File: src/rtl/rmq_pkg.sv
package rmq_pkg;

    // Default number of fraction bits of the matrix and quaternion elements
    localparam int FRAC_BITS_DEF = 14;

    // Fixed field widths
    localparam int IN_W   = 16;
    localparam int NUM_W  = 17;   // difference or sum of two elements
    localparam int QB     = 16;   // quotient bits resolved by the divider
    localparam int CASE_W = 2;
    localparam int SIDE_W = CASE_W + 1 + 3 * NUM_W;

    // Branch codes
    localparam logic [CASE_W-1:0] CASE_TRACE = 2'd0;
    localparam logic [CASE_W-1:0] CASE_X     = 2'd1;
    localparam logic [CASE_W-1:0] CASE_Y     = 2'd2;
    localparam logic [CASE_W-1:0] CASE_Z     = 2'd3;

    // Sideband layout: {case, degenerate, n0, n1, n2}
    localparam int SB_N2   = 0;
    localparam int SB_N1   = NUM_W;
    localparam int SB_N0   = 2 * NUM_W;
    localparam int SB_DEG  = 3 * NUM_W;
    localparam int SB_CASE = 3 * NUM_W + 1;

    function automatic int imax(input int a, input int b);
        return (a > b) ? a : b;
    endfunction

    // Width of the signed square-root argument
    function automatic int arg_w(input int fb);
        return imax(fb, 17) + 3;
    endfunction

    // Even width of the radicand arg << fb
    function automatic int rad_w(input int fb);
        int w;
        w = arg_w(fb) - 1 + fb;
        return w + (w % 2);
    endfunction

    // Width of the dividend and divisor working registers
    function automatic int div_w(input int fb);
        int rw;
        rw = rad_w(fb) / 2;
        return imax(imax(NUM_W + fb, rw) + 1, rw + 1 + QB);
    endfunction

endpackage

File: src/rtl/rmq_sqrt.sv
module rmq_sqrt #(
    parameter int FRAC_BITS = rmq_pkg::FRAC_BITS_DEF
) (
    input  logic                                  clk,
    input  logic                                  rst_n,
    input  logic                                  en,
    input  logic                                  in_vld,
    input  logic [rmq_pkg::rad_w(FRAC_BITS)-1:0]  in_rad,
    input  logic [rmq_pkg::SIDE_W-1:0]            in_side,
    output logic                                  vld,
    output logic [rmq_pkg::rad_w(FRAC_BITS)/2-1:0] root,
    output logic [rmq_pkg::SIDE_W-1:0]            side
);
    localparam int SW = rmq_pkg::rad_w(FRAC_BITS);
    localparam int RW = SW / 2;

    // One result bit per stage
    logic              vld_reg  [0:RW-1];
    logic [SW-1:0]     rad_reg  [0:RW-1];
    logic [RW+1:0]     rem_reg  [0:RW-1];
    logic [RW-1:0]     root_reg [0:RW-1];
    logic [rmq_pkg::SIDE_W-1:0] side_reg [0:RW-1];

    for (genvar k = 0; k < RW; k++)
    begin : g_stage
        logic              v_in;
        logic [SW-1:0]     rad_in;
        logic [RW+1:0]     rem_in;
        logic [RW-1:0]     root_in;
        logic [rmq_pkg::SIDE_W-1:0] side_in;
        logic [RW+1:0]     rem_sh, trial;
        logic              take;

        if (k == 0)
        begin : g_first
            assign v_in    = in_vld;
            assign rad_in  = in_rad;
            assign rem_in  = '0;
            assign root_in = '0;
            assign side_in = in_side;
        end
        else
        begin : g_next
            assign v_in    = vld_reg[k-1];
            assign rad_in  = rad_reg[k-1];
            assign rem_in  = rem_reg[k-1];
            assign root_in = root_reg[k-1];
            assign side_in = side_reg[k-1];
        end

        assign rem_sh = {rem_in[RW-1:0], rad_in[SW-1:SW-2]};
        assign trial  = {root_in, 2'b01};
        assign take   = (rem_sh >= trial);

        always_ff @(posedge clk or negedge rst_n)
        begin
            if (!rst_n)
                vld_reg[k] <= 1'b0;
            else if (en)
                vld_reg[k] <= v_in;
        end

        always_ff @(posedge clk)
        begin
            if (en)
            begin
                rad_reg[k]  <= rad_in << 2;
                rem_reg[k]  <= take ? (rem_sh - trial) : rem_sh;
                root_reg[k] <= {root_in[RW-2:0], take};
                side_reg[k] <= side_in;
            end
        end
    end

    assign vld  = vld_reg[RW-1];
    assign root = root_reg[RW-1];
    assign side = side_reg[RW-1];
endmodule

File: config.mk
export PLATFORM = sky130hd
export DESIGN_NAME = rmq_sqrt
export DESIGN_NICKNAME = d
export VERILOG_FILES = /design/src/rtl/rmq_pkg.sv /design/src/rtl/rmq_sqrt.sv
export SDC_FILE = /design/constraint.sdc
export NUM_CORES = 1
export LEC_CHECK = 0
export BUFFER_PORTS_ARGS = -buffer_cell sky130_fd_sc_hd__clkbuf_2
export CAP_MARGIN = 30
export CORE_MARGIN = 10
export CORE_UTILIZATION = 65
export CTS_CLUSTER_DIAMETER = 150
export DETAILED_ROUTE_END_ITERATION = 8
export PLACE_DENSITY = 0.82
export SLEW_MARGIN = 0
export SYNTH_ARGS = -nofsm -noshare
export SYNTH_HDL_FRONTEND = slang
export SYNTH_SLANG_ARGS = --single-unit
File: constraint.sdc
create_clock -name clk -period 4.8 [get_ports clk]
set_clock_uncertainty 0.1 [all_clocks]
set_input_delay 0.72 -clock clk [delete_from_list [all_inputs] [get_ports clk]]
set_output_delay 0.72 -clock clk [all_outputs]
set_load 0.05 [all_outputs]
==> impl_metrics.ini <==
[sta]
fmax_mhz = 287
grt_setup_unrepaired = false
period_needed_ns = 3.48
slew_headroom_pct = 31.4
finalSetupTns_ns = 0
slew_viol_final = 0
finalSetupViolCount = 0
fin_crit_sh_pct = 72.5
worstMarginPinSlew_ns = 1.03
hold_viol_final = 0

[clock_network]
htreeDepth = 4
cts_made_buffers = 155
clk_latency_ns = 0.77
cts_buffer_depth = 3
clk_pin_slew_ns = 0.07
post_cts_resized = 0
cts_tree = done
post_cts_buffers = 0
root_buffer = clkbuf_16
cts.sink_count = 1614

[power_and_ir_drop]
irDropWorstVdd_mv = 0.474
p_leak_uw = 0.0249
p_per_area_nw_per_um2 = 477

[floorplanning]
pin_count = 164
die-width_um = 324
initial_core_util_pct = 65.4
rows = 111
die_y_um = 324
core_area_um2 = 91500
dieArea_um2 = 105000

[global_routing]
grt_pass1_wl_um = 163000
antenna_found_initial = 1
grt_overflow = 0
grt_max_degree = 152
grt_pass1_vias = 30200
grtUsageTotal_pct = 20.2

[min_path]
min_path_type = in2reg

[finish]
mostFrequentLayoutCells = edfxtp_1 (1,597), inv_1 (220), ha_1 (170)
antenna-diode-count = 0
layout_commonest_cell = edfxtp_1
largest_reg_flops = 918
drive_above_1_share_pct = 12.5
fin_area_um2 = 68200
syn_to_final_growth_pct = 13.9
num-nets-final = 4011
utilization_pct = 74.5

[detailed_routing]
drc = 0
highest_layer = met4
wl_met3_um = 5110
wl_per_cell_um = 20.8
detail-route-antenna-nets = 0
routed-wl-met2_um = 58000
wl_met1_um = 37300
drt-initial-drc-count = 2816
routed_wl_um = 105000
drt-pass1-iter-count = 7
viasPerCell = 5.78
routed-via-count = 29200

[synth]
ys_ff_latch = 1614
synth_edf_count = 1597
synth_cells = 3360
synth.net_count = 3622
yosys_warnings = 0
synthFlopType = edfxtp_1
synth_cell_types = 86
synthArstFlopShare_pct = 1.05
yosysSeqAreaShare_pct = 80.8
syn_avg_cell_area_um2 = 17.8
syn_area_um2 = 59900
yosysTopAreaCell = edfxtp_1
synth_top_area_share_pct = 80.1
synthTopCellsByArea = edfxtp_1 (80%), ha_1 (3.6%), xnor2_1 (1.4%)

[placement]
place.gp.congestion = 0.909
place_area_um2 = 62600
io_buffers = 163
hpwl_um = 55300

[critical_path]
cp_data_required_time_ns = 5.20
startpoint_type = flip-flop
cp-end-kind = flip-flop
cp.arrival_ns = 3.88
worstPathMaxFanout = 25
crit_type = reg2reg

[status]
status = finished, final reports clean

[job]
cap_violations = 0
==> layer usage <==
metal,vias to the layer above,global-route usage (%)
met1,14200,21.7
li1,13700,-
met5,-,0
met3,326,3.69
met4,0,10.3
met2,1076,37.8
==> Yosys cell counts (8+ instances only) <==
cell      number
ha_1         170
o21a_1        46
o21ai_0      114
xnor2_1       96
xor2_1        72
nor2_1       132
edfxtp_1    1597
a21o_1        36
clkbuf_1      23
a21boi_0      10
mux2_2        40
o21bai_1       8
nor4_1        23
nor3b_1        9
o211ai_1      16
buf_2         15
a21oi_1      116
inv_1        220
nand3_1       49
mux2i_1       12
mux2_1        15
nor3_1        66
nand2_1      140
a211o_1        8
o31ai_1       21
or3_1         31
o31a_1         8
and2_1        15
nor2b_1       22
nand4_1       27
a211oi_1      15
o21ai_1       20
a31oi_1       14
nand2b_1      24
dfrtp_1       17
==> worst paths after layout <==
check | startpoint | end | slack (ns) | depth (start not counted)
worst max-delay path | rem_reg[0][175]$_DFFE_PP_ | rem_reg[0][194]$_DFFE_PP_ | 1.32 | 6
worst min-delay path | in_rad[20] | rad_reg[0][20]$_DFFE_PP_ | 0.05 | 1
worst max register to register | rem_reg[0][175]$_DFFE_PP_ | rem_reg[0][194]$_DFFE_PP_ | 1.32 | 6
worst min register to register | side_reg[0][651]$_DFFE_PP_ | side_reg[0][705]$_DFFE_PP_ | 0.30 | 0
max in group asynchronous | rst_n | g_stage[9].v_in$_DFFE_PN0P_ | 3.88 | 2
min in group asynchronous | rst_n | g_stage[4].v_in$_DFFE_PN0P_ | 0.38 | 2
==> logic make-up (layout without fill, tap and decap cells) <==
kind of cell,after synthesis,count (layout),share of synthesized area [%]
buf+inv,261,771,1.68
mux,67,67,1.23
xor+xnor,168,168,2.46
fa+ha+maj,170,170,3.55
simple gates,587,587,4.94
flops,1614,1614,80.8
other cells,1,1,0.00626
compound gates,492,492,5.36
==> stage by stage <==
stage          instances  hold WS (ns)  total power, µW  setup WS, ns
6_report            5056        0.0454            32600          1.32
5_1_grt             5056        0.0174            33700          1.13
4_1_cts             5056      0.000495            32700          1.34
3_5_place_dp        4712         0.305            20700          1.35
3_3_place_gp        4711         0.300            20500          1.42
2_1_floorplan       3360         0.300            19600          2.18
==> power by group <==
part | internal [µW] | leakage [µW] | total [µW] | switching, µW
Clock | 6700 | 0.00241 | 12000 | 5270
Sequential | 16900 | 0.0157 | 17500 | 565
Combinational | 1260 | 0.00681 | 3120 | 1860
Total | 24900 | 0.0249 | 32600 | 7690
==> worst max-delay path: stages (launching register included) <==
cell	delay, ns
edfxtp_1	0.39
ha_1	0.38
a21oi_1	0.35
a21oi_1	0.14
or4b_1	0.58
a21oi_2	0.85
mux2_2	0.41
==> layout make-up <==
cell class	count	area, µm²
Clock inverter	83	875
Inverter	222	833
Tap cell	1186	1480
Timing Repair Buffer	271	2030
Clock buffer	195	4090
Fill cell	4978	23300
Sequential cell	1614	48400
Multi-Input combinational cell	1485	10500
==> what timing repair did <==
item                                   in CTS  in global routing
endpoints found under the hold margin      82                  0
setup endpoints to repair                   0                  0
hold buffers                               66                  0
No activity file was read; power rests on OpenSTA's default activity.
