===== config.mk =====
export PLATFORM = sky130hd
export DESIGN_NAME = rmq_div
export DESIGN_NICKNAME = d
export VERILOG_FILES = /design/src/rtl/rmq_pkg.sv /design/src/rtl/rmq_div.sv
export SDC_FILE = /design/constraint.sdc
export NUM_CORES = 2
export LEC_CHECK = 0
export BUFFER_PORTS_ARGS = -buffer_cell sky130_fd_sc_hd__buf_2
export CAP_MARGIN = 20
export CORE_UTILIZATION = 62
export DETAILED_ROUTE_END_ITERATION = 10
export GPL_ROUTABILITY_DRIVEN = 0
export PLACE_DENSITY = 0.79
export SLEW_MARGIN = 0
export SYNTH_ARGS = -nofsm -noshare
export SYNTH_HDL_FRONTEND = slang
export SYNTH_SLANG_ARGS = --single-unit

===== constraint.sdc =====
create_clock -name clk -period 5.7 [get_ports clk]
set_clock_uncertainty 0.15 [all_clocks]
set_input_delay 1.14 -clock clk [delete_from_list [all_inputs] [get_ports clk]]
set_output_delay 1.14 -clock clk [all_outputs]
set_load 0.01 [all_outputs]

===== src/rtl/rmq_pkg.sv =====
package rmq_pkg;

    // Default number of fraction bits of the matrix and quaternion elements
    localparam int FRAC_BITS_DEF = 14;

    // Fixed field widths
    localparam int IN_W   = 16;
    localparam int NUM_W  = 17;   // difference or sum of two elements
    localparam int QB     = 16;   // quotient bits resolved by the divider
    localparam int CASE_W = 2;
    localparam int SIDE_W = CASE_W + 1 + 3 * NUM_W;

    // Branch codes
    localparam logic [CASE_W-1:0] CASE_TRACE = 2'd0;
    localparam logic [CASE_W-1:0] CASE_X     = 2'd1;
    localparam logic [CASE_W-1:0] CASE_Y     = 2'd2;
    localparam logic [CASE_W-1:0] CASE_Z     = 2'd3;

    // Sideband layout: {case, degenerate, n0, n1, n2}
    localparam int SB_N2   = 0;
    localparam int SB_N1   = NUM_W;
    localparam int SB_N0   = 2 * NUM_W;
    localparam int SB_DEG  = 3 * NUM_W;
    localparam int SB_CASE = 3 * NUM_W + 1;

    function automatic int imax(input int a, input int b);
        return (a > b) ? a : b;
    endfunction

    // Width of the signed square-root argument
    function automatic int arg_w(input int fb);
        return imax(fb, 17) + 3;
    endfunction

    // Even width of the radicand arg << fb
    function automatic int rad_w(input int fb);
        int w;
        w = arg_w(fb) - 1 + fb;
        return w + (w % 2);
    endfunction

    // Width of the dividend and divisor working registers
    function automatic int div_w(input int fb);
        int rw;
        rw = rad_w(fb) / 2;
        return imax(imax(NUM_W + fb, rw) + 1, rw + 1 + QB);
    endfunction

endpackage


===== src/rtl/rmq_div.sv =====
module rmq_div #(
    parameter int FRAC_BITS = rmq_pkg::FRAC_BITS_DEF
) (
    input  logic                                   clk,
    input  logic                                   rst_n,
    input  logic                                   en,
    input  logic                                   in_vld,
    input  logic [rmq_pkg::rad_w(FRAC_BITS)/2-1:0] in_root,
    input  logic [rmq_pkg::SIDE_W-1:0]             in_side,
    output logic                                   vld,
    output logic [rmq_pkg::rad_w(FRAC_BITS)/2-1:0] root,
    output logic [rmq_pkg::CASE_W-1:0]             sel,
    output logic                                   degen,
    output logic [2:0][rmq_pkg::QB-1:0]            quo,
    output logic [2:0]                             ovf,
    output logic [2:0]                             neg
);
    localparam int RW = rmq_pkg::rad_w(FRAC_BITS) / 2;
    localparam int CW = rmq_pkg::div_w(FRAC_BITS);
    localparam int NW = rmq_pkg::NUM_W;
    localparam int QB = rmq_pkg::QB;
    localparam int NS = QB + 1;

    // Stage 0 prepares the dividends, stages 1..QB resolve one bit each
    logic                         vld_reg  [0:NS-1];
    logic [CW-1:0]                den_reg  [0:NS-1];
    logic [2:0][CW-1:0]           rem_reg  [0:NS-1];
    logic [2:0][QB-1:0]           quo_reg  [0:NS-1];
    logic [2:0]                   ovf_reg  [0:NS-1];
    logic [2:0]                   neg_reg  [0:NS-1];
    logic [RW-1:0]                root_reg [0:NS-1];
    logic [rmq_pkg::CASE_W-1:0]   sel_reg  [0:NS-1];
    logic                         deg_reg  [0:NS-1];

    logic [2:0][NW-1:0] num;
    logic [2:0][CW-1:0] dvd;
    logic [2:0]         sgn, big;
    logic [CW-1:0]      den0;

    assign num[0] = in_side[rmq_pkg::SB_N0 +: NW];
    assign num[1] = in_side[rmq_pkg::SB_N1 +: NW];
    assign num[2] = in_side[rmq_pkg::SB_N2 +: NW];
    assign den0   = CW'(in_root) << 1;

    // Rounded dividend |n| * ONE + root, and a check for quotients past QB bits
    for (genvar l = 0; l < 3; l++)
    begin : g_prep
        logic [NW-1:0] mag;
        assign sgn[l] = num[l][NW-1];
        assign mag    = sgn[l] ? (~num[l] + NW'(1)) : num[l];
        assign dvd[l] = (CW'(mag) << FRAC_BITS) + CW'(in_root);
        assign big[l] = (dvd[l] >= (den0 << QB));
    end

    always_ff @(posedge clk or negedge rst_n)
    begin
        if (!rst_n)
            vld_reg[0] <= 1'b0;
        else if (en)
            vld_reg[0] <= in_vld;
    end

    always_ff @(posedge clk)
    begin
        if (en)
        begin
            den_reg[0]  <= den0;
            rem_reg[0]  <= dvd;
            quo_reg[0]  <= '0;
            ovf_reg[0]  <= big;
            neg_reg[0]  <= sgn;
            root_reg[0] <= in_root;
            sel_reg[0]  <= in_side[rmq_pkg::SB_CASE +: rmq_pkg::CASE_W];
            deg_reg[0]  <= in_side[rmq_pkg::SB_DEG];
        end
    end

    for (genvar s = 1; s < NS; s++)
    begin : g_stage
        logic [CW-1:0]      sh;
        logic [2:0][CW-1:0] rem_n;
        logic [2:0][QB-1:0] quo_n;

        assign sh = den_reg[s-1] << (QB - s);

        for (genvar l = 0; l < 3; l++)
        begin : g_lane
            logic take;
            assign take     = (rem_reg[s-1][l] >= sh);
            assign rem_n[l] = take ? (rem_reg[s-1][l] - sh) : rem_reg[s-1][l];
            assign quo_n[l] = quo_reg[s-1][l] | (QB'(take) << (QB - s));
        end

        always_ff @(posedge clk or negedge rst_n)
        begin
            if (!rst_n)
                vld_reg[s] <= 1'b0;
            else if (en)
                vld_reg[s] <= vld_reg[s-1];
        end

        always_ff @(posedge clk)
        begin
            if (en)
            begin
                den_reg[s]  <= den_reg[s-1];
                rem_reg[s]  <= rem_n;
                quo_reg[s]  <= quo_n;
                ovf_reg[s]  <= ovf_reg[s-1];
                neg_reg[s]  <= neg_reg[s-1];
                root_reg[s] <= root_reg[s-1];
                sel_reg[s]  <= sel_reg[s-1];
                deg_reg[s]  <= deg_reg[s-1];
            end
        end
    end

    assign vld   = vld_reg[NS-1];
    assign root  = root_reg[NS-1];
    assign sel   = sel_reg[NS-1];
    assign degen = deg_reg[NS-1];
    assign quo   = quo_reg[NS-1];
    assign ovf   = ovf_reg[NS-1];
    assign neg   = neg_reg[NS-1];
endmodule


==> qor.csv <==
stage;metric;value;unit
setup_path;Critical Path Fanout Max;31;
timing;PnR worst setup slack;1.01;ns
setup_path;Crit path top cell by count;inv_1;
drt;Vias/cell;6.38;
global_routing;largest net degree at the start of global routing;166;
cts;cts bufs inserted;204;
global_routing;initial antenna violation count;10;
final_layout;most frequent cells in the layout;edfxtp_1 (2038), ha_1 (843), nor2_1 (816);
yosys;number of flops mapped to enable cells by yosys;2038;
power_and_ir_drop;sw frac;36.0;%
setup_path;Top delay family on crit path;compound AO/OA/AOI/OAI gates;
yosys;sequential fraction of the synthesis area;52.2;%
cts;hold_buf cts;1;
cts;CTS tree;done;
timing;final setup violating endpoints;0;
final_layout;post-layout util;68.6;%
power_and_ir_drop;clock share of power;22.7;%
setup_path;nature of the critical path startpoint;flop;
yosys;Synth Cell Area;118000;sq um
setup_path;start point of the critical path;root_reg[0][80];
drt;Pre-Repair DR Iteration Count;9;
timing;crit share post-route;82.4;%
min_path;hold path depth;0;
setup_path;worst r2r path cells;11;
setup_path;crit end category;flop;
power_and_ir_drop;Internal;0.0400;W
timing;crit path time final;4.69;ns
yosys;Top FF cell, synth;edfxtp_1;
drt;DR vias;85700;
drt;DRC;0;
cts;Clk Latency, worst-skew pair;0.92;ns
timing;Slew @ Worst Pin;1.12;ns
yosys;register bit total from synthesis;2055;
setup_path;Worst Path Required;6.18;ns
floorplanning;site row count;159;
power_and_ir_drop;Final Power;0.0626;W
cts;clk sinks;2055;
drt;antenna viol nets, final;0;
global_routing;number of global-route vias before repair;83300;
cts;Worst-path clk slew;0.06;ns
power_and_ir_drop;Switching Power;0.0225;W
yosys;Post-Synthesis Cells;10500;
yosys;leading area contributor after synthesis;edfxtp_1;
timing;Fin Setup TNS;0;ns
timing;Hold Fails Final Rpt;0;
setup_path;Worst Path Arrival;5.17;ns
global_routing;Global Route Usage Sum;30.7;%
drt;final wirelength;301;mm
final_layout;Largest register FFs;1188;
final_layout;Layout area overhead;9.60;%
min_path;Hold EP;quo_reg[12][23];
floorplanning;starting density of the core;62.6;%
global_routing;overflow left after global routing;0;
drt;DRT iter0 DRCs;8958;
status;status;finished clean;
cts;cts repair resizes;0;
floorplanning;Die Area;192000;sq um
yosys;Cell variety after synth;108;
power_and_ir_drop;Comb power frac;37.7;%
timing;highest clock rate;213;MHz
floorplanning;IO Count;150;
power_and_ir_drop;Pleak;49.3;nW
timing;Slew Limit Fails;0;
setup_path;slowest cell delay on critical path;0.92;ns
cts;Max Buffers Root-to-Sink;3;
setup_path;R2R Path End;rem_reg[0][535];
final_layout;final net count;11700;
global_routing;first-pass GRT wire length;460;mm
final_layout;commonest non-fill, non-tap cell in the layout;edfxtp_1;
power_and_ir_drop;worst vdd ir;0.000368;V
job;Max-Cap Viols;0;
timing;max_slew headroom;23.2;%
setup_path;WP buf/inv;2;
cts;H-tree depth;4;
setup_path;crit-path cells;inv_1 -> ha_1 -> fa_1 -> nor2b_1 -> o31ai_1 -> a21oi_1 -> o22ai_1 -> a2bb2oi_1 -> o311a_1 -> inv_1 -> mux2_2;
setup_path;r2r setup slk;1.01;ns
yosys;Synth Warn #;0;
power_and_ir_drop;Pwr Density;483;nW/um^2
final_layout;share of layout cells above drive strength 1;8.34;%
placement;port bufs;149;
setup_path;Crit Path Class;reg -> reg;
floorplanning;Core ar.;189000;sq um
yosys;Avg Synthesized Cell Area;11.2;sq um
yosys;top-area cell type share of the netlist area;51.8;%
setup_path;CP max-delay cell;o311a_1;
drt;routed length per instance;22.4;um
cts;Clock Root Buffer;clkbuf_16;
placement;Post-DP HPWL;225;mm
min_path;Hold Path Class;reg -> reg;
setup_path;reg2reg start;root_reg[0][80];
floorplanning;Die Ht;438;um
placement;dpl ws;0.396;ns
yosys;Synth area leaders;edfxtp_1 (52%), ha_1 (8.9%), xnor2_1 (3.9%);
min_path;Hold Crit Start;quo_reg[11][23];
cts;buffer count from post-CTS setup fixing;0;
power_and_ir_drop;Flop pwr share;39.6;%
floorplanning;Die Width;438;um
yosys;Async SR Flop Fraction;0.827;%
timing;RSZ-0062 raised after global routing;false;
## cell families (layout without fill, tap and decap cells)
family	count (synthesis)	after routing	share of synthesized area, %
adders and majority gates	891	891	9.74
DFF	2055	2055	52.2
xor gates and xnor gates	979	979	7.26
other	1	10	0.00317
AOI/OAI and AO/OA	2560	2560	13.6
buffers and inverters	757	1177	2.45
and+or+nand+nor	3024	3024	12.5
muxes	242	242	2.28
## stage by stage
step / cells / cell area, sq um / hold WS [ns]
3_3_place_gp: 13000 / 122000 / 0.250
6_report: 13400 / 129000 / 0.221
5_1_grt: 13400 / 129000 / 0.221
4_1_cts: 13400 / 129000 / 0.221
2_1_floorplan: 10500 / 118000 / 0.250
3_5_place_dp: 13000 / 122000 / 0.255
## Yosys cell counts, drive strengths merged, types with 44 or more instances
library cell  instances
inv                 540
and3                 69
nor4                153
nand4               109
edfxtp             2038
a31oi                71
o21a                148
o21bai               63
a211oi               73
fa                   48
mux2                216
nor2b               148
o21ai               691
a21o                279
nand2               798
nor3                235
xor2                453
o211ai               44
clkbuf              181
or3                  90
a21oi               765
or4                  56
nor2                816
nand3               176
nand2b              157
xnor2               526
ha                  843
o31ai                79
## final cells by class
cell class                      instances  area [sq um]
Multi-Input combinational cell       7702         53700
Tap cell                             2495          3120
Inverter                              540          2030
Clock inverter                        155          1970
Clock buffer                          229          5220
Antenna cell                            4          10.0
Timing Repair Buffer                  253          1740
Fill cell                           13000         59100
Sequential cell                      2055         61600
## routing by layer
layer	vias to the layer above	share of wire (%)	routed length (um)	global-route usage, %
met5	-	0.013	38	0
met4	6	6.9	20600	19.4
met3	955	7.9	23900	4.84
met2	4276	48	145000	52.0
met1	40700	37	112000	36.6
li1	39700	-	-	-
## power by group through the flow
| stage | Sequential [W] | Combinational [W] | Clock, W |
|---|---|---|---|
| 2_1_floorplan | 0.0235 | 0.0176 | 0 |
| 3_3_place_gp | 0.0247 | 0.0218 | 0 |
| 3_5_place_dp | 0.0248 | 0.0228 | 0 |
| 4_1_cts | 0.0246 | 0.0231 | 0.0144 |
| 5_1_grt | 0.0250 | 0.0258 | 0.0150 |
| 6_report | 0.0247 | 0.0236 | 0.0142 |
## worst register-to-register path, stage by stage, from the launching register on
cell and delay [ns]:
edfxtp_1 0.42, inv_1 0.28, ha_1 0.41, fa_1 0.28, nor2b_1 0.07, o31ai_1 0.37, a21oi_1 0.15, o22ai_1 0.30
a2bb2oi_1 0.35, o311a_1 0.92, inv_1 0.37, mux2_2 0.37
## worst max path at each step
stage	cells past startpoint	slack, ns	endpoint
after floorplan	20	0.69	ovf_reg[0][2]
after global placement	22	0.43	ovf_reg[0][2]
after detailed placement	22	0.40	ovf_reg[0][2]
after CTS	11	1.12	rem_reg[0][535]
after global routing	11	0.75	rem_reg[0][535]
final	11	1.01	rem_reg[0][535]
(Power assumes the default switching activity.)
