**src/rtl/rmq_pkg.sv**
```systemverilog
package rmq_pkg;

    // Default number of fraction bits of the matrix and quaternion elements
    localparam int FRAC_BITS_DEF = 14;

    // Fixed field widths
    localparam int IN_W   = 16;
    localparam int NUM_W  = 17;   // difference or sum of two elements
    localparam int QB     = 16;   // quotient bits resolved by the divider
    localparam int CASE_W = 2;
    localparam int SIDE_W = CASE_W + 1 + 3 * NUM_W;

    // Branch codes
    localparam logic [CASE_W-1:0] CASE_TRACE = 2'd0;
    localparam logic [CASE_W-1:0] CASE_X     = 2'd1;
    localparam logic [CASE_W-1:0] CASE_Y     = 2'd2;
    localparam logic [CASE_W-1:0] CASE_Z     = 2'd3;

    // Sideband layout: {case, degenerate, n0, n1, n2}
    localparam int SB_N2   = 0;
    localparam int SB_N1   = NUM_W;
    localparam int SB_N0   = 2 * NUM_W;
    localparam int SB_DEG  = 3 * NUM_W;
    localparam int SB_CASE = 3 * NUM_W + 1;

    function automatic int imax(input int a, input int b);
        return (a > b) ? a : b;
    endfunction

    // Width of the signed square-root argument
    function automatic int arg_w(input int fb);
        return imax(fb, 17) + 3;
    endfunction

    // Even width of the radicand arg << fb
    function automatic int rad_w(input int fb);
        int w;
        w = arg_w(fb) - 1 + fb;
        return w + (w % 2);
    endfunction

    // Width of the dividend and divisor working registers
    function automatic int div_w(input int fb);
        int rw;
        rw = rad_w(fb) / 2;
        return imax(imax(NUM_W + fb, rw) + 1, rw + 1 + QB);
    endfunction

endpackage

```
**src/rtl/rmq_front.sv**
```systemverilog
module rmq_front #(
    parameter int FRAC_BITS = rmq_pkg::FRAC_BITS_DEF
) (
    input  logic                         clk,
    input  logic                         rst_n,
    input  logic                         en,
    input  logic                         in_vld,
    input  logic [9*rmq_pkg::IN_W-1:0]   in_data,
    output logic                         vld,
    output logic [rmq_pkg::rad_w(FRAC_BITS)-1:0] rad,
    output logic [rmq_pkg::SIDE_W-1:0]   side
);
    localparam int AW = rmq_pkg::arg_w(FRAC_BITS);
    localparam int SW = rmq_pkg::rad_w(FRAC_BITS);
    localparam int NW = rmq_pkg::NUM_W;
    localparam int IW = rmq_pkg::IN_W;

    logic signed [IW-1:0] a00, a10, a20, a01, a11, a21, a02, a12, a22;
    logic signed [AW-1:0] e00, e11, e22, one, trace, arg;
    logic signed [NW-1:0] n0, n1, n2;
    logic [rmq_pkg::CASE_W-1:0] sel;
    logic degen;
    logic [SW-1:0] rad_next;
    logic vld_reg;
    logic [SW-1:0] rad_reg;
    logic [rmq_pkg::SIDE_W-1:0] side_reg;

    assign a00 = in_data[0*IW +: IW];
    assign a10 = in_data[1*IW +: IW];
    assign a20 = in_data[2*IW +: IW];
    assign a01 = in_data[3*IW +: IW];
    assign a11 = in_data[4*IW +: IW];
    assign a21 = in_data[5*IW +: IW];
    assign a02 = in_data[6*IW +: IW];
    assign a12 = in_data[7*IW +: IW];
    assign a22 = in_data[8*IW +: IW];

    assign e00   = AW'(a00);
    assign e11   = AW'(a11);
    assign e22   = AW'(a22);
    assign one   = AW'(1) <<< FRAC_BITS;
    assign trace = e00 + e11 + e22;

    // Branch choice, root argument and numerators
    always_comb
    begin
        priority if (trace > 0)
        begin
            sel = rmq_pkg::CASE_TRACE;
            arg = trace + one;
            n0  = NW'(a21) - NW'(a12);
            n1  = NW'(a02) - NW'(a20);
            n2  = NW'(a10) - NW'(a01);
        end
        else if (a00 > a11 && a00 > a22)
        begin
            sel = rmq_pkg::CASE_X;
            arg = one + e00 - e11 - e22;
            n0  = NW'(a21) - NW'(a12);
            n1  = NW'(a01) + NW'(a10);
            n2  = NW'(a02) + NW'(a20);
        end
        else if (a11 > a22)
        begin
            sel = rmq_pkg::CASE_Y;
            arg = one + e11 - e00 - e22;
            n0  = NW'(a02) - NW'(a20);
            n1  = NW'(a01) + NW'(a10);
            n2  = NW'(a12) + NW'(a21);
        end
        else
        begin
            sel = rmq_pkg::CASE_Z;
            arg = one + e22 - e00 - e11;
            n0  = NW'(a10) - NW'(a01);
            n1  = NW'(a02) + NW'(a20);
            n2  = NW'(a12) + NW'(a21);
        end
    end

    // Degenerate items run the root on a harmless argument
    assign degen    = (arg <= 0);
    assign rad_next = degen ? (SW'(1) << FRAC_BITS)
                            : (SW'(arg[AW-2:0]) << FRAC_BITS);

    always_ff @(posedge clk or negedge rst_n)
    begin
        if (!rst_n)
            vld_reg <= 1'b0;
        else if (en)
            vld_reg <= in_vld;
    end

    always_ff @(posedge clk)
    begin
        if (en)
        begin
            rad_reg  <= rad_next;
            side_reg <= {sel, degen, n0, n1, n2};
        end
    end

    assign vld  = vld_reg;
    assign rad  = rad_reg;
    assign side = side_reg;
endmodule

```
**config.mk**
```make
export PLATFORM = sky130hd
export DESIGN_NAME = rmq_front
export DESIGN_NICKNAME = d
export VERILOG_FILES = /design/src/rtl/rmq_pkg.sv /design/src/rtl/rmq_front.sv
export SDC_FILE = /design/constraint.sdc
export NUM_CORES = 1
export LEC_CHECK = 0
export ABC_CLOCK_PERIOD_IN_PS = 1350
export BUFFER_PORTS_ARGS = -buffer_cell sky130_fd_sc_hd__buf_4
export CORE_MARGIN = 2
export CORE_UTILIZATION = 25
export DETAILED_ROUTE_END_ITERATION = 7
export GPL_TIMING_DRIVEN = 0
export PLACE_DENSITY_LB_ADDON = 0.15
export SETUP_SLACK_MARGIN = 0.05
export SLEW_MARGIN = 5
export SYNTH_ARGS = -nofsm -noshare
export SYNTH_HDL_FRONTEND = slang
export SYNTH_SLANG_ARGS = --single-unit
```
**constraint.sdc**
```tcl
create_clock -name clk -period 1.35 [get_ports clk]
set_input_delay 0.27 -clock clk [delete_from_list [all_inputs] [get_ports clk]]
set_output_delay 0.27 -clock clk [all_outputs]
set_load 0.1 [all_outputs]
```
==> results of run 1 <==
through the flow:
stage                     utilization (%)  cells  hold slack (ns)  area [sq um]  setup slack, ns
after floorplan                         -   1851          -0.0256         15600            -3.08
after global placement               29.8   2862           0.0468         18300            -4.58
after detailed placement             29.8   2862           0.0488         18300            -4.47
after CTS                            32.9   2931            0.133         20200            -3.31
after global routing                 34.0   2950            0.147         20900            -3.36
final                                34.0   2950            0.142         20900            -3.29
cells by family after synthesis:
logic type | synth area share [%]
compound gates | 20.0
xor+xnor | 6.87
fa+ha+maj | 34.0
buf+inv | 7.32
flops | 14.4
mux | 2.50
other cells | 0.0243
simple gates | 15.0
power by group through the flow:
| stage | clock network, mW | registers, mW | logic, mW |
|---|---|---|---|
| floorplan | 0 | 8.17 | 8.81 |
| global placement | 0 | 3.90 | 18.3 |
| detailed placement | 0 | 3.88 | 18.3 |
| CTS | 2.80 | 3.95 | 21.4 |
| global route | 2.88 | 4.01 | 24.0 |
| finish | 2.75 | 3.97 | 22.6 |
what timing repair did:
| action | CTS | global route |
|---|---|---|
| hold buffers | 1 | 0 |
| endpoints found under the hold margin | 1 | 0 |
| pin swaps | 35 | 45 |
| buffers inserted | 43 | 24 |
| setup endpoints to repair | 100 | 102 |
| resized for setup | 273 | 131 |
| gates cloned | 11 | 2 |
per-layer routing:
layer,vias up,part of all wire (%),global-route usage (%)
li1,6996,-,-
met1,6955,48,26.1
met2,385,45,29.1
met3,44,5.2,2.63
met4,10,1.3,2.74
met5,-,0.096,0
cell usage after synthesis, drive strengths merged (6+ instances only):
library cell / n
nand3: 26
o2111ai: 6
o21a: 14
nor3: 48
o21bai: 14
ha: 294
a2111oi: 7
nor2: 146
xnor2: 88
o21ai: 104
o41ai: 8
buf: 28
nand2: 126
a31oi: 9
mux2i: 34
a221oi: 9
nor3b: 6
xor2: 30
nor2b: 35
and2: 9
clkbuf: 36
edfxtp: 73
nor4: 12
nand2b: 22
a21oi: 139
o31ai: 18
inv: 218
or3: 13
fa: 78
and3: 12
a21o: 21
o31a: 8
o22ai: 11
a21boi: 8
o211ai: 16
a211oi: 25
area by class of cell:
class                           instances  area [sq um]
Antenna cell                            1          2.50
Timing Repair Buffer                  296          2880
Sequential cell                        74          2220
Fill cell                            6336         40500
Tap cell                              790           988
Clock buffer                           12           246
Buffer                                 60           528
Clock inverter                          4          76.3
Multi-Input combinational cell       1495         13100
Inverter                              218           850
worst paths after layout:
| path | end | slack, ns | depth (start not counted) |
|---|---|---|---|
| worst max-delay path | side[14] | -3.29 | 21 |
| worst min-delay path | vld | 0.14 | 2 |
| worst max register to register | vld | 0.61 | 1 |
| worst min register to register | vld | 0.51 | 1 |
| max in group asynchronous | vld | 1.06 | 2 |
| min in group asynchronous | vld | 0.21 | 2 |
==> summary.md, run 1 <==
| Metric | Value |
|---|---|
| Antenna Nets Post-Route | 0 |
| Buf/Inv on CP | 7 |
| Worst path most repeated cell | buf_6 |
| TritonCTS Buffers | 9 |
| Routed wire per std cell | 20.1 um |
| Setup CP Type | input port to flop |
| Hold path start | in_vld |
| Routability cong. | 0.868 |
| Residual DRC count | 0 |
| Crit path capture type | flop |
| Critical Path Start Type | input port |
| Sw power | 15.9 mW |
| Max Clk Rate | 0.216 GHz |
| Main area contributors after synthesis | ha_1, edfxtp_1, fa_1 |
| Die Y-Extent | 252 um |
| Critical path's slowest cell | fa_2 |
| Pwr Total | 29.3 mW |
| Slowest stage delay, CP | 0.51 ns |
| Status | finished, violations left |
| Clock skew | 0 ns |
| Min-delay worst type | input port to flop |
| Commonest non-fill, non-tap cell in the layout | ha_1 |
| CTS root buf | clkbuf_16 |
| Area delta synth->final | 35.4% |
| Critical Path Fanout Max | 5 |
| Initial core utilization | 25.1% |
| Pwr/cell area | 1400 nW/um^2 |
| DPL Wire Length | 48,500 um |
| Htree depth | 3 |
| Total Nets Final | 2,674 |
| Yosys cell types | 91 |
| Commonest cells after routing, fill and taps aside | ha_1, buf_4, inv_1, nor2_1, a21oi_1 |
| Max FFs per register | 54 |
| Post-synth ARST share | 1.35% |
| Post-Synthesis Cells | 1,836 |
| Clock sink count | 74 |
| Reg power frac | 13.5% |
| Largest net degree at the start of global routing | 75 |
| Proportion of layout cells with a drive suffix above 1 | 24.4% |
| Total GRT Usage | 18.1% |
| Max-slew violation count | 0 |
| Total gr overflow | 0 |
| Critical path data required time | 1.44 ns |
| IO buf count | 221 |
| Final period util | 344% |
| Area fraction of the dominant cell type after synthesis | 23.9% |
| Cell Area, Synth | 15,400 sq um |
| DR pass1 iterations | 5 |
| Post-synth top flop | edfxtp_1 |
| Vias in the first global route | 14,074 |
| Initial antenna violation count | 6 |
| Synth area leader | ha_1 |
| Mean post-synth cell area | 8.40 sq um |
| Max cap viols | 0 |
| Setup TNS Final | -228.16 ns |
| Int Power | 13.5 mW |
| First-pass GRT wire length | 87,500 um |
| CP Data Arrival Time | 4.73 ns |
| RSZ-0062 raised after global routing | true |
| Clock power share | 9.4% |
| Post-synth EDFFs | 73 |
| Worst r2r src | vld |
| Failing checks | setup timing |
| Crit path max-delay family | compound AO/OA/AOI/OAI gates |
| Die area | 63,700 sq um |
| Vias after detailed routing | 14,390 |
| Final worst slack | -3.29 ns |
| CTS tree | built |
| Rel. slew slack | 34.8% |
| Reg clk slew, reported paths | 0.06 ns |
| Yosys Warn Count | 0 |
| Worst skew pair latency | 0.36 ns |
| Num rows | 91 |
| Detailed router's first-iteration violation count | 1,068 |
| Worst-path cell chain | buf_8 > fa_2 > buf_6 > buf_6 > fa_2 > and3_4 > o211ai_1 > buf_4 > a21boi_4 > o21ai_2 > nand2_1 > a21oi_2 > xor2_1 > ha_2 > nand3b_1 > or4_4 > o41a_1 > buf_6 > buf_12 > buf_8 > a221o_1 |
| Worst-Margin Slew | 0.965 ns |
| DRT Wirelength | 59,200 um |
| Synthesis-stage register bit count | 74 |
| Logic gate share of total power | 77.1% |
| Vias per inst | 4.88 |
| Final Setup Violations | 77 |
| Core Area | 61,400 sq um |
| IO Pins | 237 |
| Switching share of power | 54.1% |
| Peak supply drop | 0.000992 V |
| Sequential share of the synthesized area | 14.4% |
| Final Hold Fails | 0 |
| Longest Clk Path Bufs | 2 |
| P_leak | 9.51 nW |
| Crit path from | in_data[130] |
| Tmin final | 4.64 ns |
| Die W | 252 um |
Note: power is estimated with default switching activity, not from simulation.
==> run 2: changes to the inputs <==
--- a/config.mk
+++ b/config.mk
@@ -10,9 +10,9 @@
 export CORE_MARGIN = 2
 export CORE_UTILIZATION = 25
 export DETAILED_ROUTE_END_ITERATION = 7
-export GPL_TIMING_DRIVEN = 0
 export PLACE_DENSITY_LB_ADDON = 0.15
-export SETUP_SLACK_MARGIN = 0.05
+export RECOVER_POWER = 100
+export SETUP_SLACK_MARGIN = 0.3
 export SLEW_MARGIN = 5
 export SYNTH_ARGS = -nofsm -noshare
 export SYNTH_HDL_FRONTEND = slang
==> run 2 against run 1 <==
Effect of this change: the flow still finishes with violations (setup timing); clock power is 20% lower; first-iteration DRC count is 41% lower; non-clock buffer count rose by 560; critical endpoint is now rad[14]; flip-flop and latch count stayed put.
==> summary.md, run 2 (synthesis gave the netlist of run 1 again) <==
| Metric | Value |
|---|---|
| Crit path capture type | flop (unchanged) |
| Worst-Margin Slew | 0.844 ns (was 0.965 ns) |
| IO buf count | 221 (unchanged) |
| Critical Path Stages | 20 (was 21) |
| DR pass1 iterations | 5 (unchanged) |
| Num rows | 91 (unchanged) |
| DPL Wire Length | 54,200 um (was 48,500 um) |
| Final Core Density | 39.6% (was 34.0%) |
| P_leak | 12.0 nW (was 9.51 nW) |
| Pwr/cell area | 1270 nW/um^2 (was 1400 nW/um^2) |
| Critical Path Start Type | input port (unchanged) |
| Total Nets Final | 3,234 (was 2,674) |
| Total GRT Usage | 19.2% (was 18.1%) |
| Setup CP Type | input port to flop (unchanged) |
| Clock skew | 0 ns (unchanged) |
| CTS root buf | clkbuf_16 (unchanged) |
| Clock power share | 7.1% (was 9.4%) |
| Final Setup Violations | 73 (was 77) |
| Crit path max-delay family | compound AO/OA/AOI/OAI gates (unchanged) |
| TritonCTS Buffers | 9 (unchanged) |
| R2R cell count | 1 (unchanged) |
| Reg power frac | 13.4% (was 13.5%) |
| Detailed router's first-iteration violation count | 632 (was 1,068) |
| Pwr Total | 30.8 mW (was 29.3 mW) |
| Failing checks | setup timing (unchanged) |
| Final Hold Fails | 0 (unchanged) |
| Min-delay worst type | input port to flop (unchanged) |
| # diodes | 0 (was 1) |
| Fill cell count | 6,283 (was 6,336) |
| Critical path data required time | 1.44 ns (about the same) |
| Initial core utilization | 25.1% (unchanged) |
| Slowest stage delay, CP | 0.60 ns (was 0.51 ns) |
| Int Power | 15.2 mW (was 13.5 mW) |
| Worst skew pair latency | 0.34 ns (was 0.36 ns) |
| Critical path's slowest cell | fa_2 (unchanged) |
| Buf/Inv on CP | 3 (was 7) |
| Max Clk Rate | 0.228 GHz (was 0.216 GHz) |
| Max-slew violation count | 0 (unchanged) |
| Peak supply drop | 0.00121 V (was 0.000992 V) |
| Worst-path cell chain | buf_4 > fa_2 > ha_4 > and3_4 > o311a_4 > o2111ai_2 > nand4b_1 > a21o_1 > a21oi_2 > xnor2_1 > ha_2 > nand3b_1 > or4_4 > buf_6 > o41ai_4 > buf_6 > mux2i_4 > a211oi_2 > o2111ai_2 > nand3b_1 (was buf_8 > fa_2 > buf_6 > buf_6 > fa_2 > and3_4 > o211ai_1 > buf_4 > a21boi_4 > o21ai_2 > nand2_1 > a21oi_2 > xor2_1 > ha_2 > nand3b_1 > or4_4 > o41a_1 > buf_6 > buf_12 > buf_8 > a221o_1) |
| Critical Path Fanout Max | 6 (was 5) |
| Largest net degree at the start of global routing | 36 (was 75) |
| CP Data Arrival Time | 4.47 ns (was 4.73 ns) |
| Worst hold stages | 2 (unchanged) |
| Residual DRC count | 0 (unchanged) |
| RSZ-0062 raised after global routing | true (unchanged) |
| Routability cong. | 0.873 (was 0.868) |
| Rel. slew slack | 43.8% (was 34.8%) |
| Switching share of power | 50.5% (was 54.1%) |
| IO Pins | 237 (unchanged) |
| Tmin final | 4.38 ns (was 4.64 ns) |
| Logic gate share of total power | 79.5% (was 77.1%) |
| First-pass GRT wire length | 94,100 um (was 87,500 um) |
| Core Area | 61,400 sq um (unchanged) |
| Die area | 63,700 sq um (unchanged) |
| DRT Wirelength | 61,600 um (was 59,200 um) |
| Commonest non-fill, non-tap cell in the layout | buf_4 (was ha_1) |
| Status | finished, violations left (unchanged) |
| Commonest cells after routing, fill and taps aside | buf_4, ha_1, inv_1, nor2_1, a21oi_1 (was ha_1, buf_4, inv_1, nor2_1, a21oi_1) |
| Proportion of layout cells with a drive suffix above 1 | 38.3% (was 24.4%) |
| Sw power | 15.6 mW (was 15.9 mW) |
| DP Area | 23,100 sq um (was 18,300 sq um) |
| Clock sink count | 74 (unchanged) |
| Hold_ws | 0.168 ns (was 0.142 ns) |
| Total gr overflow | 0 (unchanged) |
| Initial antenna violation count | 1 (was 6) |
| Routed wire per std cell | 17.6 um (was 20.1 um) |
| Vias per inst | 4.56 (was 4.88) |
| Final period util | 325% (was 344%) |
| Max cap viols | 0 (unchanged) |
| CTS tree | built (unchanged) |
| Vias after detailed routing | 15,990 (was 14,390) |
| Die W | 252 um (unchanged) |
| Die Y-Extent | 252 um (unchanged) |
| Final worst slack | -3.03 ns (was -3.29 ns) |
| Max FFs per register | 54 (unchanged) |
| Htree depth | 3 (unchanged) |
| Reg clk slew, reported paths | 0.06 ns (about the same) |
| Longest Clk Path Bufs | 2 (unchanged) |
| Vias in the first global route | 16,547 (was 14,074) |
| Design area | 24,300 sq um (was 20,900 sq um) |
| Area delta synth->final | 57.6% (was 35.4%) |
| Antenna Nets Post-Route | 0 (unchanged) |
-- run 2: changes by cell type in the layout (fill, tap and decap cells not counted), moves of 17 or more --
cell	previous run	this run
nand2_1	91	115
buf_4	230	813
o21ai_2	21	3
buf_6	43	62
nand2_4	28	2
o21ai_0	65	82
clkbuf_1	21	3
-- run 2: repair_timing --
item | CTS | global route
gates resized for setup | 184 | 127
gates cloned | 1 | 1
buffers inserted | 16 | 4
hold buffers | 1 | 0
endpoints found under the setup margin | 146 | 146
hold endpoints to repair | 1 | 0
pin swaps | 33 | 18
-- run 2: power groups by stage --
| stage | clock network [mW] | registers, mW | logic, mW |
|---|---|---|---|
| 2_1_floorplan | 0 | 8.17 | 8.81 |
| 5_1_grt | 2.33 | 4.17 | 26.4 |
| 3_3_place_gp | 0 | 4.06 | 22.6 |
| 3_5_place_dp | 0 | 4.04 | 22.6 |
| 4_1_cts | 2.24 | 4.21 | 24.4 |
| 6_report | 2.19 | 4.12 | 24.5 |
-- run 2: final timing paths --
check,start,endpoint,slack (ns)
max,in_data[131],rad[14],-3.03
min,in_vld,vld,0.17
max reg2reg,vld,vld,0.57
min reg2reg,vld,vld,0.54
max in group asynchronous,rst_n,vld,1.00
min in group asynchronous,rst_n,vld,0.25
-- run 2: cell type report --
class                   count  area [sq um]  area share, %
repair buffers            916          7440           30.6
inverters                 218           821           3.38
clock buffers              11           233          0.957
clock inverters             4          20.0         0.0824
multi-input cells        1495         12600           51.8
flip-flops and latches     74          2220           9.13
well taps                 790           988           4.07
-- run 2: metrics by stage --
stage | TNS, ns | cells | setup slack [ns]
3_3_place_gp | -240.40 | 3470 | -3.46
6_report | -206.97 | 3508 | -3.03
3_5_place_dp | -246.02 | 3470 | -3.61
5_1_grt | -219.26 | 3508 | -3.20
4_1_cts | -212.85 | 3503 | -3.12
2_1_floorplan | -213.14 | 1851 | -3.08
-- run 2: layer usage --
metal | wire, um | vias to the layer above | track usage [%] | part of all wire (%)
met5 | 17 | - | 0 | 0.028
met4 | 895 | 2 | 2.89 | 1.5
met3 | 2290 | 34 | 2.34 | 3.7
met2 | 29100 | 283 | 33.1 | 47
met1 | 29300 | 7576 | 25.9 | 47
li1 | - | 8095 | - | -
==> run 3: changes to the inputs <==
--- a/config.mk
+++ b/config.mk
@@ -5,6 +5,7 @@
 export SDC_FILE = /design/constraint.sdc
 export NUM_CORES = 1
 export LEC_CHECK = 0
+export ABC_AREA = 1
 export ABC_CLOCK_PERIOD_IN_PS = 1350
 export BUFFER_PORTS_ARGS = -buffer_cell sky130_fd_sc_hd__buf_4
 export CORE_MARGIN = 2
==> run 3 against run 2 <==
Effect of this change: the flow still finishes with violations (setup timing); non-clock buffer count increased by 2; critical path depth grew 12; largest power group unchanged; critical endpoint is now rad[31]; register-to-register slack about the same; via count up 6.8%; clock skew unchanged; synthesized cell count rose by 18%.
==> summary.md, run 3 <==
| Metric | Value |
|---|---|
| Reg power frac | 12.7% (was 13.4%) |
| Max cap viols | 0 (unchanged) |
| Synth Area in XOR/XNOR | 5.74% (was 6.87%) |
| Largest net degree at the start of global routing | 49 (was 36) |
| Clock power share | 8.3% (was 7.1%) |
| Crit path from | in_data[129] (was in_data[131]) |
| IO Pins | 237 (unchanged) |
| DR pass1 iterations | 5 (unchanged) |
| DRT Wirelength | 64,800 um (was 61,600 um) |
| CTS tree | built (unchanged) |
| Area delta synth->final | 59.7% (was 57.6%) |
| Area fraction of the dominant cell type after synthesis | 23.4% (was 23.9%) |
| Count leader, synth | nand2_1 (was ha_1) |
| Post-Synthesis Cells | 2,163 (was 1,836) |
| Total GRT Usage | 19.6% (was 19.2%) |
| Failing checks | setup timing (unchanged) |
| Yosys Warn Count | 0 (unchanged) |
| Reg clk slew, reported paths | 0.06 ns (about the same) |
| Num rows | 91 (unchanged) |
| Sw power | 17.7 mW (was 15.6 mW) |
| Mean post-synth cell area | 7.27 sq um (was 8.40 sq um) |
| Antenna Nets Post-Route | 0 (unchanged) |
| Clock skew | 0 ns (unchanged) |
| Hold_ws | 0.152 ns (was 0.168 ns) |
| Setup CP Type | input port to flop (unchanged) |
| IO buf count | 221 (unchanged) |
| Synth Area in Compound Gates | 13.7% (was 20.0%) |
| Commonest non-fill, non-tap cell in the layout | buf_4 (unchanged) |
| Design area | 25,100 sq um (was 24,300 sq um) |
| Hold path start | in_vld (unchanged) |
| Initial core utilization | 25.4% (was 25.1%) |
| Adder-Cell Fraction of Synth Area | 33.3% (was 34.0%) |
| Initial antenna violation count | 3 (was 1) |
| Critical Path Start Type | input port (unchanged) |
| Final worst slack | -2.95 ns (was -3.03 ns) |
| Synthesis-stage register bit count | 74 (unchanged) |
| Multiplexer share of the synthesized area | 0.334% (was 2.50%) |
| Slowest stage delay, CP | 0.48 ns (was 0.60 ns) |
| DP Area | 23,200 sq um (was 23,100 sq um) |
| Longest Clk Path Bufs | 2 (unchanged) |
| Post-synth EDFFs | 73 (unchanged) |
| Most instantiated cells after synthesis | nand2_1, inv_1, ha_1, nor2_1, a21oi_1 (was ha_1, inv_1, nor2_1, a21oi_1, nand2_1) |
| Sequential share of the synthesized area | 14.1% (was 14.4%) |
| Total gr overflow | 0 (unchanged) |
| RSZ-0062 raised after global routing | true (unchanged) |
| Number of instances in the placed design | 3,820 (was 3,470) |
| Tmin final | 4.30 ns (was 4.38 ns) |
| Final Setup Violations | 72 (was 73) |
| Max-slew violation count | 0 (unchanged) |
| Die Y-Extent | 255 um (was 252 um) |
| Routability cong. | 0.889 (was 0.873) |
| Main area contributors after synthesis | ha_1, edfxtp_1, nand2_1 (was ha_1, edfxtp_1, fa_1) |
| Detailed router's first-iteration violation count | 839 (was 632) |
| Max Clk Rate | 0.232 GHz (was 0.228 GHz) |
| P_leak | 13.5 nW (was 12.0 nW) |
| Worst-Margin Slew | 0.748 ns (was 0.844 ns) |
| Proportion of layout cells with a drive suffix above 1 | 36.0% (was 38.3%) |
| Yosys cell types | 52 (was 91) |
| Worst skew pair latency | 0.35 ns (was 0.34 ns) |
| CP Data Arrival Time | 4.42 ns (was 4.47 ns) |
| Critical Path Fanout Max | 8 (was 6) |
| Final period util | 319% (was 325%) |
| Commonest cells after routing, fill and taps aside | buf_4, nand2_1, inv_1, ha_1, a21oi_1 (was buf_4, ha_1, inv_1, nor2_1, a21oi_1) |
| Core Area | 61,900 sq um (was 61,400 sq um) |
| Pwr/cell area | 1360 nW/um^2 (was 1270 nW/um^2) |
| CTS root buf | clkbuf_16 (unchanged) |
| Fin cells | 3,884 (was 3,508) |
| Routed wire per std cell | 16.7 um (was 17.6 um) |
| Clock sink count | 74 (unchanged) |
| Largest family of logic cells by synthesized area | adder cells (unchanged) |
| Post-synthesis simple-gate area fraction | 22.0% (was 15.0%) |
| Int Power | 16.5 mW (was 15.2 mW) |
| Logic gate share of total power | 79.1% (was 79.5%) |
| Residual DRC count | 0 (unchanged) |
| Vias after detailed routing | 17,070 (was 15,990) |
| Peak supply drop | 0.00152 V (was 0.00121 V) |
| TritonCTS Buffers | 9 (unchanged) |
| Min-delay worst type | input port to flop (unchanged) |
| Rel. slew slack | 49.6% (was 43.8%) |
| Post-synth ARST share | 1.35% (unchanged) |
| Critical path data required time | 1.47 ns (was 1.44 ns) |
| Cell Area, Synth | 15,700 sq um (was 15,400 sq um) |
| Htree depth | 3 (unchanged) |
| Switching share of power | 51.8% (was 50.5%) |
| Worst r2r src | vld (unchanged) |
| Vias in the first global route | 17,254 (was 16,547) |
| Critical path's slowest cell | fa_2 (unchanged) |
| Final Hold Fails | 0 (unchanged) |
| First-pass GRT wire length | 97,700 um (was 94,100 um) |
| Post-synth top flop | edfxtp_1 (unchanged) |
| Total Nets Final | 3,561 (was 3,234) |
| Status | finished, violations left (unchanged) |
| Max FFs per register | 54 (unchanged) |
| Crit path capture type | flop (unchanged) |
| Die W | 255 um (was 252 um) |
| Synth area leader | ha_1 (unchanged) |
| Vias per inst | 4.39 (was 4.56) |
| DPL Wire Length | 56,100 um (was 54,200 um) |
| Setup TNS Final | -203.36 ns (was -206.97 ns) |
| Die area | 64,900 sq um (was 63,700 sq um) |
| Worst path most repeated cell | nor2_1 |
-- run 3: changes by cell type in the layout (fill, tap and decap cells not counted), sizes merged, moves of 31 or more --
cell,before,now
nand2,126,450
xnor2,88,14
mux2i,34,3
inv,218,353
nand3,26,106
nand4,2,37
xor2,30,89
nor2b,35,0
-- run 3: critical path, delay by kind of cell --
family,cells,cell delay (ns)
fa+ha+maj,4,1.23
simple gates,19,1.90
buf+inv,7,0.68
compound gates,1,0.16
xor+xnor,1,0.16
-- run 3: kinds of logic (layout without fill, tap and decap cells) --
| kind of cell | Yosys count | count (layout) |
|---|---|---|
| simple gates | 806 | 808 |
| buf+inv | 421 | 1287 |
| compound gates | 381 | 381 |
| fa+ha+maj | 372 | 372 |
| xor+xnor | 103 | 103 |
| flops | 74 | 74 |
| mux | 5 | 5 |
| other cells | 1 | 17 |
-- run 3: routing by layer --
| metal | vias to the layer above | GRT usage [%] | part of all wire, % |
|---|---|---|---|
| met5 | - | 0 | 0.036 |
| met4 | 4 | 2.81 | 1.4 |
| met3 | 45 | 2.54 | 4.3 |
| met2 | 330 | 33.6 | 47 |
| met1 | 7940 | 26.6 | 47 |
| li1 | 8751 | - | - |
-- run 3: power by group through the flow --
stage          clock [mW]  combinational, mW  sequential, mW
2_1_floorplan           0               8.81            8.97
3_3_place_gp            0               23.4            4.23
3_5_place_dp            0               23.5            4.20
4_1_cts              2.84               27.1            4.58
5_1_grt              2.96               29.0            4.37
6_report             2.83               27.0            4.32
-- run 3: metrics by stage --
step	util, %	power [mW]	setup slack (ns)
finish	40.5	34.1	-2.95
global route	40.5	36.3	-3.22
CTS	40.6	34.6	-2.94
detailed placement	37.4	27.7	-3.35
global placement	37.4	27.6	-3.27
floorplan	-	17.8	-2.76
-- run 3: final cells by class --
| class | count | area [sq um] |
|---|---|---|
| clock inverters | 6 | 115 |
| multi-input cells | 1685 | 12500 |
| flip-flops and latches | 74 | 2220 |
| fillers | 6595 | 36800 |
| inverters | 353 | 1340 |
| diodes | 1 | 2.50 |
| well taps | 837 | 1050 |
| clock buffers | 10 | 229 |
| repair buffers | 918 | 7630 |
-- run 3: path summary, 6_finish.rpt --
| kind | to | slack, ns | cells past startpoint |
|---|---|---|---|
| min in group asynchronous | vld | 0.25 | 2 |
| max reg2reg | vld | 0.57 | 1 |
| min reg2reg | vld | 0.54 | 1 |
| min | vld | 0.15 | 2 |
| max | rad[31] | -2.95 | 32 |
| max in group asynchronous | vld | 1.00 | 2 |
-- run 3: repair_timing --
| item | in CTS | in global routing |
|---|---|---|
| hold endpoints to repair | 1 | 0 |
| gates cloned | 9 | 2 |
| setup endpoints to repair | 146 | 146 |
| gates resized for setup | 348 | 94 |
| hold buffers | 1 | 0 |
| pin swaps | 34 | 26 |
| setup buffers | 22 | 13 |
